==> config.mk <==
export PLATFORM = sky130hd
export DESIGN_NAME = hermite_cubic_resampler_top
export DESIGN_NICKNAME = d
export VERILOG_FILES = /design/src/rtl/core/hcr_pkg.sv /design/src/rtl/core/hcr_front.sv /design/src/rtl/core/hcr_queue.sv /design/src/rtl/core/hcr_back.sv /design/src/rtl/core/hermite_cubic_resampler_top.sv
export SDC_FILE = /design/constraint.sdc
export NUM_CORES = 2
export LEC_CHECK = 0
export ABC_AREA = 0
export BUFFER_PORTS_ARGS = -buffer_cell sky130_fd_sc_hd__buf_2
export CORE_MARGIN = 2
export CORE_UTILIZATION = 25
export DETAILED_ROUTE_END_ITERATION = 8
export GPL_ROUTABILITY_DRIVEN = 0
export GPL_TIMING_DRIVEN = 0
export PLACE_DENSITY = 0.42
export SLEW_MARGIN = 20
export SYNTH_ARGS = -nofsm -noshare
export SYNTH_HDL_FRONTEND = slang
export SYNTH_SLANG_ARGS = --single-unit
==> constraint.sdc <==
create_clock -name clk -period 12.3 [get_ports clk]
set_input_delay 3.69 -clock clk [delete_from_list [all_inputs] [get_ports clk]]
set_output_delay 3.69 -clock clk [all_outputs]
set_load 0.01 [all_outputs]
==> src/rtl/core/hcr_pkg.sv <==
// ----------------------------------------------------------------------------
// Hermite cubic resampler package
// Shared widths, payload types and the queue entry passed from front to back.
// ----------------------------------------------------------------------------
package hcr_pkg;

  localparam int SAMPLE_WIDTH  = 16;
  localparam int FRAC_BITS_DEF = 16;
  localparam int STEP_WIDTH    = 19;
  localparam int QUEUE_DEPTH   = 2;
  localparam int WINDOW_TAPS   = 4;

  localparam logic [STEP_WIDTH-1:0] STEP_RESET = STEP_WIDTH'(65536);

  typedef logic signed [SAMPLE_WIDTH-1:0] sample_t;

  // Interpolation bases that one input sample can release, in order.
  typedef enum logic [1:0] {
    JOB_CUR,
    JOB_NEXT,
    JOB_END
  } job_t;

  typedef struct packed {
    sample_t in_sample;
    logic    in_last;
  } in_item_t;

  typedef struct packed {
    sample_t out_sample;
    logic    run_last;
  } out_item_t;

  // Window of the first base to run; later bases shift in win[3] again.
  typedef struct packed {
    sample_t [WINDOW_TAPS-1:0] win;
    job_t                      first_job;
    logic                      flush;
  } queue_entry_t;

endpackage

==> src/rtl/core/hcr_front.sv <==
// ----------------------------------------------------------------------------
// Hermite cubic resampler front end
// Accepts samples, keeps the four-sample window and works out which
// interpolation bases each sample releases.
// ----------------------------------------------------------------------------
module hcr_front (
  input  logic                  clk,
  input  logic                  rst_n,
  input  logic                  in_valid,
  output logic                  in_stall,
  input  hcr_pkg::in_item_t     in_data,
  input  logic                  q_full,
  output logic                  q_push,
  output hcr_pkg::queue_entry_t q_entry
);

  localparam logic [1:0] SEEN_FULL = 2'd3;

  logic [1:0]                                    seen_r;
  hcr_pkg::sample_t [hcr_pkg::WINDOW_TAPS-1:0]   win_r;
  hcr_pkg::sample_t [hcr_pkg::WINDOW_TAPS-1:0]   win_upd_w;
  hcr_pkg::sample_t [hcr_pkg::WINDOW_TAPS-1:0]   win_adv_w;
  hcr_pkg::sample_t                              v_w;
  logic [1:0]                                    seen_inc_w;
  logic                                          accept_w;
  logic                                          last_w;
  logic                                          job0_w;
  logic                                          job1_w;

  assign v_w      = in_data.in_sample;
  assign last_w   = in_data.in_last;
  assign in_stall = q_full;
  assign accept_w = in_valid && !q_full;

  // The first sample of a buffer fills the whole window, so the sample
  // before the start reads as the first one.
  always_comb begin
    win_upd_w[hcr_pkg::WINDOW_TAPS-1] = v_w;
    for (int i = 0; i < hcr_pkg::WINDOW_TAPS - 1; i++) begin
      win_upd_w[i] = (seen_r == 2'd0) ? v_w : win_r[i+1];
    end
    for (int i = 0; i < hcr_pkg::WINDOW_TAPS - 1; i++) begin
      win_adv_w[i] = win_upd_w[i+1];
    end
    win_adv_w[hcr_pkg::WINDOW_TAPS-1] = v_w;
  end

  assign seen_inc_w = (seen_r == SEEN_FULL) ? SEEN_FULL : seen_r + 2'd1;
  assign job0_w     = (seen_inc_w == SEEN_FULL);
  assign job1_w     = last_w && seen_inc_w[1];

  always_comb begin
    q_entry.flush = last_w;
    if (job0_w) begin
      q_entry.win       = win_upd_w;
      q_entry.first_job = hcr_pkg::JOB_CUR;
    end else begin
      // Past the end the window repeats the last sample, so one shift covers
      // both flush bases when the buffer is short.
      q_entry.win       = win_adv_w;
      q_entry.first_job = job1_w ? hcr_pkg::JOB_NEXT : hcr_pkg::JOB_END;
    end
  end

  assign q_push = accept_w && (job0_w || last_w);

  always_ff @(posedge clk) begin
    if (!rst_n) begin
      seen_r <= 2'd0;
    end else if (accept_w) begin
      seen_r <= last_w ? 2'd0 : seen_inc_w;
      win_r  <= win_upd_w;
    end
  end

endmodule

==> src/rtl/core/hcr_queue.sv <==
// ----------------------------------------------------------------------------
// Hermite cubic resampler job queue
// Short first-in first-out queue of base jobs between the front and back end.
// ----------------------------------------------------------------------------
module hcr_queue #(
  parameter int DEPTH = hcr_pkg::QUEUE_DEPTH
) (
  input  logic                  clk,
  input  logic                  rst_n,
  input  logic                  push,
  input  hcr_pkg::queue_entry_t push_entry,
  output logic                  full,
  input  logic                  pop,
  output hcr_pkg::queue_entry_t head,
  output logic                  empty
);

  localparam int AW   = (DEPTH > 1) ? $clog2(DEPTH) : 1;
  localparam int CNTW = $clog2(DEPTH + 1);

  hcr_pkg::queue_entry_t mem_r [DEPTH];
  logic [AW-1:0]         wr_ptr_r;
  logic [AW-1:0]         rd_ptr_r;
  logic [CNTW-1:0]       count_r;
  logic                  do_push_w;
  logic                  do_pop_w;

  assign full      = (count_r == CNTW'(DEPTH));
  assign empty     = (count_r == '0);
  assign head      = mem_r[rd_ptr_r];
  assign do_push_w = push && !full;
  assign do_pop_w  = pop && !empty;

  always_ff @(posedge clk) begin
    if (do_push_w) begin
      mem_r[wr_ptr_r] <= push_entry;
    end
  end

  always_ff @(posedge clk) begin
    if (!rst_n) begin
      wr_ptr_r <= '0;
      rd_ptr_r <= '0;
      count_r  <= '0;
    end else begin
      if (do_push_w) begin
        wr_ptr_r <= (wr_ptr_r == AW'(DEPTH - 1)) ? '0 : wr_ptr_r + 1'b1;
      end
      if (do_pop_w) begin
        rd_ptr_r <= (rd_ptr_r == AW'(DEPTH - 1)) ? '0 : rd_ptr_r + 1'b1;
      end
      case ({do_push_w, do_pop_w})
        2'b10:   count_r <= count_r + 1'b1;
        2'b01:   count_r <= count_r - 1'b1;
        default: count_r <= count_r;
      endcase
    end
  end

endmodule

==> src/rtl/core/hcr_back.sv <==
// ----------------------------------------------------------------------------
// Hermite cubic resampler back end
// Walks the output positions of each queued base and evaluates the cubic by
// Horner's rule on one shared multiplier.
// ----------------------------------------------------------------------------
module hcr_back (
  input  logic                           clk,
  input  logic                           rst_n,
  input  logic [hcr_pkg::STEP_WIDTH-1:0] step_rate,
  input  logic                           q_empty,
  input  hcr_pkg::queue_entry_t          q_head,
  output logic                           q_pop,
  output logic                           out_valid,
  input  logic                           out_stall,
  output hcr_pkg::out_item_t             out_data
);

  localparam int FRAC_BITS = hcr_pkg::FRAC_BITS_DEF;
  localparam int SW    = hcr_pkg::SAMPLE_WIDTH;
  localparam int CW    = SW + 4;
  localparam int ACC_W = SW + FRAC_BITS + 5;
  localparam int PW    = ACC_W + FRAC_BITS;
  localparam int POS_W = FRAC_BITS + 3;
  localparam int QW    = ACC_W - FRAC_BITS - 1;
  localparam int SCW   = (POS_W > hcr_pkg::STEP_WIDTH) ? POS_W : hcr_pkg::STEP_WIDTH;

  localparam logic [POS_W-1:0] ONE      = POS_W'(1) << FRAC_BITS;
  localparam logic [SCW-1:0]   STEP_LO  = SCW'(1) << (FRAC_BITS - 4);
  localparam logic [SCW-1:0]   STEP_HI  = SCW'(4) << FRAC_BITS;
  localparam logic [QW-1:0]    QMAX_POS = {{(QW-SW+1){1'b0}}, {(SW-1){1'b1}}};
  localparam logic [QW-1:0]    QMAX_NEG = {{(QW-SW){1'b0}}, 1'b1, {(SW-1){1'b0}}};
  localparam hcr_pkg::sample_t SMAX     = {1'b0, {(SW-1){1'b1}}};
  localparam hcr_pkg::sample_t SMIN     = {1'b1, {(SW-1){1'b0}}};
  localparam logic [1:0]       HORNER_LAST = 2'd2;

  typedef enum logic [2:0] {
    ST_IDLE,
    ST_SETUP,
    ST_MUL,
    ST_ADD,
    ST_OUT,
    ST_NEXT
  } state_t;

  state_t                                      state_r;
  hcr_pkg::sample_t [hcr_pkg::WINDOW_TAPS-1:0] win_r;
  hcr_pkg::job_t                               job_r;
  logic                                        flush_r;
  logic [POS_W-1:0]                            pos_r;
  logic signed [CW-1:0]                        c1_r;
  logic signed [CW-1:0]                        c2_r;
  logic signed [CW-1:0]                        c3_r;
  logic signed [ACC_W-1:0]                     acc_r;
  logic [ACC_W-1:0]                            prod_r;
  logic                                        neg_r;
  logic [1:0]                                  k_r;
  logic                                        out_valid_r;
  hcr_pkg::out_item_t                          out_data_r;

  logic signed [CW-1:0]    x0_w, x1_w, x2_w, x3_w, d12_w;
  logic signed [CW-1:0]    c1_w, c2_w, c3_w, coef_w;
  logic signed [ACC_W-1:0] coef_ext_w, term_w, acc_add_w;
  logic [ACC_W-1:0]        mag_w;
  logic [PW-1:0]           prod_full_w;
  logic [QW-1:0]           q_w;
  hcr_pkg::sample_t        res_w;
  logic [SCW-1:0]          step_ext_w, step_cl_w;
  logic [POS_W-1:0]        step_w, pos_sum_w, thresh_w;
  logic [1:0]              rem_w;
  logic                    last_out_w;
  logic                    last_job_w;
  logic                    out_free_w;
  hcr_pkg::job_t           job_next_w;

  assign x0_w  = CW'($signed(win_r[0]));
  assign x1_w  = CW'($signed(win_r[1]));
  assign x2_w  = CW'($signed(win_r[2]));
  assign x3_w  = CW'($signed(win_r[3]));
  assign d12_w = x1_w - x2_w;
  assign c1_w  = x2_w - x0_w;
  assign c2_w  = (x0_w <<< 1) - ((x1_w <<< 2) + x1_w) + (x2_w <<< 2) - x3_w;
  assign c3_w  = (x3_w - x0_w) + d12_w + (d12_w <<< 1);

  assign step_ext_w = SCW'(step_rate);
  assign step_cl_w  = (step_ext_w < STEP_LO) ? STEP_LO :
                      (step_ext_w > STEP_HI) ? STEP_HI : step_ext_w;
  assign step_w     = step_cl_w[POS_W-1:0];

  // Sign and magnitude around the multiplier gives truncation toward zero.
  assign mag_w       = acc_r[ACC_W-1] ? -acc_r : acc_r;
  assign prod_full_w = PW'(mag_w) * PW'(pos_r[FRAC_BITS-1:0]);

  always_comb begin
    case (k_r)
      2'd0:    coef_w = c2_r;
      2'd1:    coef_w = c1_r;
      default: coef_w = x1_w <<< 1;
    endcase
  end

  assign coef_ext_w = ACC_W'(coef_w);
  assign term_w     = neg_r ? -$signed(prod_r) : $signed(prod_r);
  assign acc_add_w  = (coef_ext_w <<< FRAC_BITS) + term_w;

  // The accumulator holds twice the result, hence the extra bit of shift.
  assign q_w = mag_w[ACC_W-1:FRAC_BITS+1];
  always_comb begin
    if (!acc_r[ACC_W-1]) begin
      res_w = (q_w > QMAX_POS) ? SMAX : q_w[SW-1:0];
    end else begin
      res_w = (q_w > QMAX_NEG) ? SMIN : -q_w[SW-1:0];
    end
  end

  // A result closes its input's run when none of the remaining bases of the
  // same entry reaches a position below one.
  always_comb begin
    rem_w = 2'd0;
    if (flush_r) begin
      case (job_r)
        hcr_pkg::JOB_CUR:  rem_w = 2'd2;
        hcr_pkg::JOB_NEXT: rem_w = 2'd1;
        default:           rem_w = 2'd0;
      endcase
    end
  end

  always_comb begin
    case (job_r)
      hcr_pkg::JOB_CUR:  job_next_w = hcr_pkg::JOB_NEXT;
      default:           job_next_w = hcr_pkg::JOB_END;
    endcase
  end

  assign pos_sum_w  = pos_r + step_w;
  assign thresh_w   = POS_W'({1'b0, rem_w} + 3'd1) << FRAC_BITS;
  assign last_out_w = (pos_sum_w >= thresh_w);
  assign last_job_w = !flush_r || (job_r == hcr_pkg::JOB_END);
  assign out_free_w = !out_valid_r || !out_stall;

  assign q_pop     = (state_r == ST_IDLE) && !q_empty;
  assign out_valid = out_valid_r;
  assign out_data  = out_data_r;

  always_ff @(posedge clk) begin
    if (!rst_n) begin
      state_r     <= ST_IDLE;
      pos_r       <= '0;
      k_r         <= 2'd0;
      out_valid_r <= 1'b0;
    end else begin
      if ((state_r == ST_OUT) && out_free_w) begin
        out_valid_r <= 1'b1;
      end else if (!out_stall) begin
        out_valid_r <= 1'b0;
      end
      case (state_r)
        ST_IDLE: begin
          if (!q_empty) begin
            win_r   <= q_head.win;
            job_r   <= q_head.first_job;
            flush_r <= q_head.flush;
            state_r <= ST_SETUP;
          end
        end
        ST_SETUP: begin
          if (pos_r < ONE) begin
            c1_r    <= c1_w;
            c2_r    <= c2_w;
            c3_r    <= c3_w;
            acc_r   <= (ACC_W'(c3_w)) <<< FRAC_BITS;
            k_r     <= 2'd0;
            state_r <= ST_MUL;
          end else begin
            pos_r   <= pos_r - ONE;
            state_r <= ST_NEXT;
          end
        end
        ST_MUL: begin
          prod_r  <= prod_full_w[PW-1:FRAC_BITS];
          neg_r   <= acc_r[ACC_W-1];
          state_r <= ST_ADD;
        end
        ST_ADD: begin
          acc_r <= acc_add_w;
          if (k_r == HORNER_LAST) begin
            state_r <= ST_OUT;
          end else begin
            k_r     <= k_r + 2'd1;
            state_r <= ST_MUL;
          end
        end
        ST_OUT: begin
          if (out_free_w) begin
            out_data_r.out_sample <= res_w;
            out_data_r.run_last   <= last_out_w;
            if (pos_sum_w < ONE) begin
              pos_r   <= pos_sum_w;
              acc_r   <= (ACC_W'(c3_r)) <<< FRAC_BITS;
              k_r     <= 2'd0;
              state_r <= ST_MUL;
            end else begin
              pos_r   <= pos_sum_w - ONE;
              state_r <= ST_NEXT;
            end
          end
        end
        ST_NEXT: begin
          if (last_job_w) begin
            if (flush_r) begin
              pos_r <= '0;
            end
            state_r <= ST_IDLE;
          end else begin
            job_r    <= job_next_w;
            win_r[0] <= win_r[1];
            win_r[1] <= win_r[2];
            win_r[2] <= win_r[3];
            state_r  <= ST_SETUP;
          end
        end
        default: state_r <= ST_IDLE;
      endcase
    end
  end

endmodule

==> src/rtl/core/hermite_cubic_resampler_top.sv <==
// ----------------------------------------------------------------------------
// Hermite cubic resampler
// Streaming 4-point, 3rd-order Hermite resampler with a fixed-point position.
// ----------------------------------------------------------------------------
// Signed samples enter one transaction at a time on the in_ channel, with
// in_last marking the final sample of a buffer, and resampled values leave on
// the out_ channel at positions 0, step, 2*step and so on, each interpolated
// from the four samples around its position and truncated toward zero and
// saturated to the sample width. The step is a 19-bit unsigned value with
// 16 fraction bits, to be written by the user through cfg_we and cfg_wdata
// while the block is idle, which the block itself does not enforce, clamped
// internally to the range 1/16 to 4, and 1.0 after reset. A result is
// released once the sample two places beyond its base has arrived, so the
// first results of a buffer follow its third sample; the last sample flushes
// the remaining positions, with out_data.run_last marking the final result
// that each input transaction causes, and the next sample then starts a new
// buffer. Samples before the start and past the end read as the first and
// last sample. An input transaction may cause no result at all, and at most
// 48. The front end takes an input transaction in every cycle until its job
// queue of QUEUE_DEPTH entries is full; the back end drains that queue on a
// single shared multiplier, taking the next entry only once done with the
// current one: it reads an entry when idle, sets up and steps past each base,
// and makes each result in three Horner steps of a multiply and an add, then
// an output step. A result waiting in the output register stalls the back
// end only when the next result is ready.
// ----------------------------------------------------------------------------
module hermite_cubic_resampler_top #(
  parameter int QUEUE_DEPTH = hcr_pkg::QUEUE_DEPTH
) (
  input  logic                           clk,
  input  logic                           rst_n,
  input  logic                           in_valid,
  output logic                           in_stall,
  input  hcr_pkg::in_item_t              in_data,
  output logic                           out_valid,
  input  logic                           out_stall,
  output hcr_pkg::out_item_t             out_data,
  input  logic                           cfg_we,
  input  logic [hcr_pkg::STEP_WIDTH-1:0] cfg_wdata
);

  // The step register is the only configuration; clamping happens in the
  // back end so that the stored value is exactly what was written.
  logic [hcr_pkg::STEP_WIDTH-1:0] step_rate_r;

  logic                  q_push;
  logic                  q_full;
  logic                  q_pop;
  logic                  q_empty;
  hcr_pkg::queue_entry_t q_entry;
  hcr_pkg::queue_entry_t q_head;

  always_ff @(posedge clk) begin
    if (!rst_n) begin
      step_rate_r <= hcr_pkg::STEP_RESET;
    end else if (cfg_we) begin
      step_rate_r <= cfg_wdata;
    end
  end

  // The front end keeps the sample window and turns each input transaction
  // that releases a base into one queue entry naming the bases it releases.
  hcr_front u_front (
    .clk      (clk),
    .rst_n    (rst_n),
    .in_valid (in_valid),
    .in_stall (in_stall),
    .in_data  (in_data),
    .q_full   (q_full),
    .q_push   (q_push),
    .q_entry  (q_entry)
  );

  hcr_queue #(
    .DEPTH (QUEUE_DEPTH)
  ) u_queue (
    .clk        (clk),
    .rst_n      (rst_n),
    .push       (q_push),
    .push_entry (q_entry),
    .full       (q_full),
    .pop        (q_pop),
    .head       (q_head),
    .empty      (q_empty)
  );

  // The back end owns the position and produces every result.
  hcr_back u_back (
    .clk       (clk),
    .rst_n     (rst_n),
    .step_rate (step_rate_r),
    .q_empty   (q_empty),
    .q_head    (q_head),
    .q_pop     (q_pop),
    .out_valid (out_valid),
    .out_stall (out_stall),
    .out_data  (out_data)
  );

endmodule

==> reports/metrics.cfg <==
[clock_network]
postCtsResizedCells=0
cts_tree=built
clkTransAtPathRegs_ns=0.06
cts_root_buffer=clkbuf_16
post_cts_buffers=0
cts.sink_count=449
worstSkewPairLatency_ns=0.66
cts_made_buffers=55
clockBufferDepth=3
h-tree-depth=2
cts_hold_buf=0

[critical_path]
worstSetupPathType=reg -> reg
slowest_stage=xnor2_1
startpoint=u_back.acc_r[36]
crit_path_max_incr_delay_ns=1.03
cp_max_fo=10
critPathLaunchType=flop
cp.required_ns=12.69
cp.arrival_ns=12.23
cpMostUsedCell=fa_1
r2r-start=u_back.acc_r[36]
crit_path_end_kind=flop

[final_layout]
drive_above_1_share_pct=6.170
seq_area_um2=12970
area_delta_synth_final_pct=12.76
nFillCells=18382
nNetsFinal=5321
post-route-util_pct=28.29
multi_input_area_um2=27450

[routing]
drt_pass1_iterations=5
drc=0
vias=30012
wl_per_cell_um=19.44
ant_nets=0
wl_mm=132.8
via_per_inst=4.393
drtIter0Drc=1534

[grt]
grt_antenna_before_repair=10
grt_max_degree=43
grt_pass1_wl_mm=203.5
overflow=0
grtUsageTotal_pct=15.06
grt_pass1_vias=31958

[hold_path]
worstHoldPathType=reg -> reg
hold_start=u_back.acc_r[36]

[timing]
tightest_slew_ns=1.283
period_share_pct=96.27
layout_min_cycle_time_ns=11.84
finalSetupViolCount=0
clock-skew-final_ns=0.04961
fmax_ghz=0.08445
rsz0062_at_grt=false
finalHoldViolCount=0
slew_headroom_pct=13.86
drv_slew=0
finalSetupTns_ns=0

[run_status]
status=finished clean

[synthesis]
synth-seq-cells=449
synthCells=4320
ys_warn_count=0
async_flop_share_pct=0
synthFlopType=edfxtp_1
synth_edf_count=398
synthesis.area_um2=43510
ys_seq_area_share_pct=29.81
syn_area_per_cell_um2=10.07
yosysUniqueCellTypes=79
synth_fp_nets=5181

[die]
num_rows=153
start_util_pct=25.09
ios=60
coreArea_um2=173400
die_h_um=421.2
die_area_um2=177400
die_w_um=421.2

[power]
power.density_nw_per_um2=209.8
leakage_uw=0.02066
peakVddDrop_mv=0.1622

[placed_design]
port_buffers=58
hpwl_mm=107.8

[run]
max_cap_violations=0

==> state kept, by name (all words and copies together), names as in the netlist, named ones only <==
register and count:
step_rate_r 19, u_back.pos_r 19, u_front.seen_r 2, u_back.state_r 3
u_queue.wr_ptr_r 1, u_back.out_data 17, u_back.c1_r 17, u_queue.count_r 2
u_queue.mem_r 134, u_back.prod_r 37, u_back.k_r 2, u_back.flush_r 1
u_back.win_r 64, u_back.out_valid 1, u_back.acc_r 37, u_front.win_r 48
u_queue.rd_ptr_r 1, u_back.c3_r 20, u_back.neg_r 1, u_back.c2_r 20
u_back.job_r 2
==> per-layer routing <==
metal	part of all wire (%)	track usage, %	routed length (um)	vias up
met2	50	26.35	65910	520
met5	0	0	0	-
met1	45	19.96	59300	15087
met4	2.5	3.584	3340	0
li1	-	-	-	14260
met3	3.2	1.450	4273	145
==> cell usage in the layout, fill, tap and decap left out, types with 9 or more instances in the layout <==
cell       count
a21boi_0      10
a21o_1        31
a21oi_1      172
a22oi_1       39
a31oi_1       13
and2_1       246
buf_1         14
buf_12         9
buf_2         61
clkbuf_1     175
clkbuf_16     55
clkinv_1      16
dfxtp_1       51
edfxtp_1     398
fa_1         559
ha_1         261
inv_1        694
mux2_2        67
mux2i_1       73
nand2_1      575
nand2b_1      19
nand3_1       34
nor2_1       228
nor2b_1       42
nor3_1        41
nor4_1        10
o211ai_1       9
o21a_1        21
o21ai_0      109
o21bai_1      20
o22ai_1       13
o31ai_1       24
o41ai_1       11
or3_1         25
or4_1         13
xnor2_1      141
xnor2_2       15
xor2_1        56
==> critical path: cells and delay by family (launching register included) <==
family	cells	cell delay (ns)
adders and majority gates	7	3.51
buffers and inverters	10	3.29
AOI/OAI and AO/OA	9	2.73
xor gates and xnor gates	2	1.18
and+or+nand+nor	3	0.47
DFF	1	0.33
==> final cells by class <==
class | count | share of cell area, %
antenna | 1 | 0.005100
inverter | 696 | 5.324
buffer | 179 | 1.385
clock buffer | 72 | 2.955
clock inverter | 31 | 0.6477
timing repair buffer | 83 | 1.374
multi-input combinational | 2996 | 55.94
tap | 2325 | 5.929
sequential | 449 | 26.44
==> cell usage after synthesis, types with 15 or more instances <==
library cell	number	area share, %
inv_1	694	6.0
a21o_1	31	0.53
a22oi_1	39	0.67
nor3_1	43	0.49
nor2_1	231	2.0
nand3_1	34	0.39
clkbuf_1	163	1.4
o21bai_1	20	0.35
edfxtp_1	398	27
ha_1	261	7.5
and2_1	247	3.6
mux2_2	67	1.7
o21ai_0	109	1.3
xor2_1	59	1.2
xnor2_1	156	3.1
nand2_1	575	5.0
or3_1	25	0.36
nor2b_1	42	0.60
o21a_1	21	0.36
o31ai_1	24	0.41
nand2b_1	19	0.27
dfxtp_1	51	2.3
buf_1	15	0.13
a21oi_1	173	2.0
fa_1	559	26
mux2i_1	73	1.7
==> per-stage QoR <==
| stage | instances | total power, uW | setup WS, ns | instance area (um^2) | hold slack (ns) |
|---|---|---|---|---|---|
| floorplan | 4320 | 6872 | 3.559 | 43510 | 0.4244 |
| global placement | 6703 | 8640 | 0.3594 | 46710 | 0.4307 |
| detailed placement | 6728 | 8758 | 0.5827 | 47280 | 0.4333 |
| CTS | 6831 | 10420 | 0.5104 | 49050 | 0.4480 |
| global route | 6831 | 11220 | 0.02975 | 49060 | 0.4678 |
| finish | 6832 | 10290 | 0.4593 | 49070 | 0.4454 |
==> where the power goes <==
| part | total (uW) | switching (uW) | internal (uW) |
|---|---|---|---|
| clock | 1600 | 681 | 917 |
| sequential | 2640 | 218 | 2420 |
| combinational | 6060 | 3680 | 2380 |
| total | 10300 | 4580 | 5720 |
==> final timing paths <==
kind                                     endpoint  cells after the start  slack, ns
worst max-delay path            u_back.prod_r[34]                     31       0.46
worst min-delay path                 u_back.neg_r                      0       0.45
worst max register to register  u_back.prod_r[34]                     31       0.46
worst min register to register       u_back.neg_r                      0       0.45
==> cell families after synthesis <==
logic type               Yosys count  share of synthesized area (%)
adder cells (fa/ha/maj)          820                          33.22
AO/OA/AOI/OAI                    538                          7.830
XOR/XNOR                         215                          4.327
multiplexers                     140                          3.413
buffers and inverters            875                          7.551
flip-flops                       449                          29.81
AND/OR/NAND/NOR                 1283                          13.84
No activity file was read; power rests on OpenSTA's default activity.
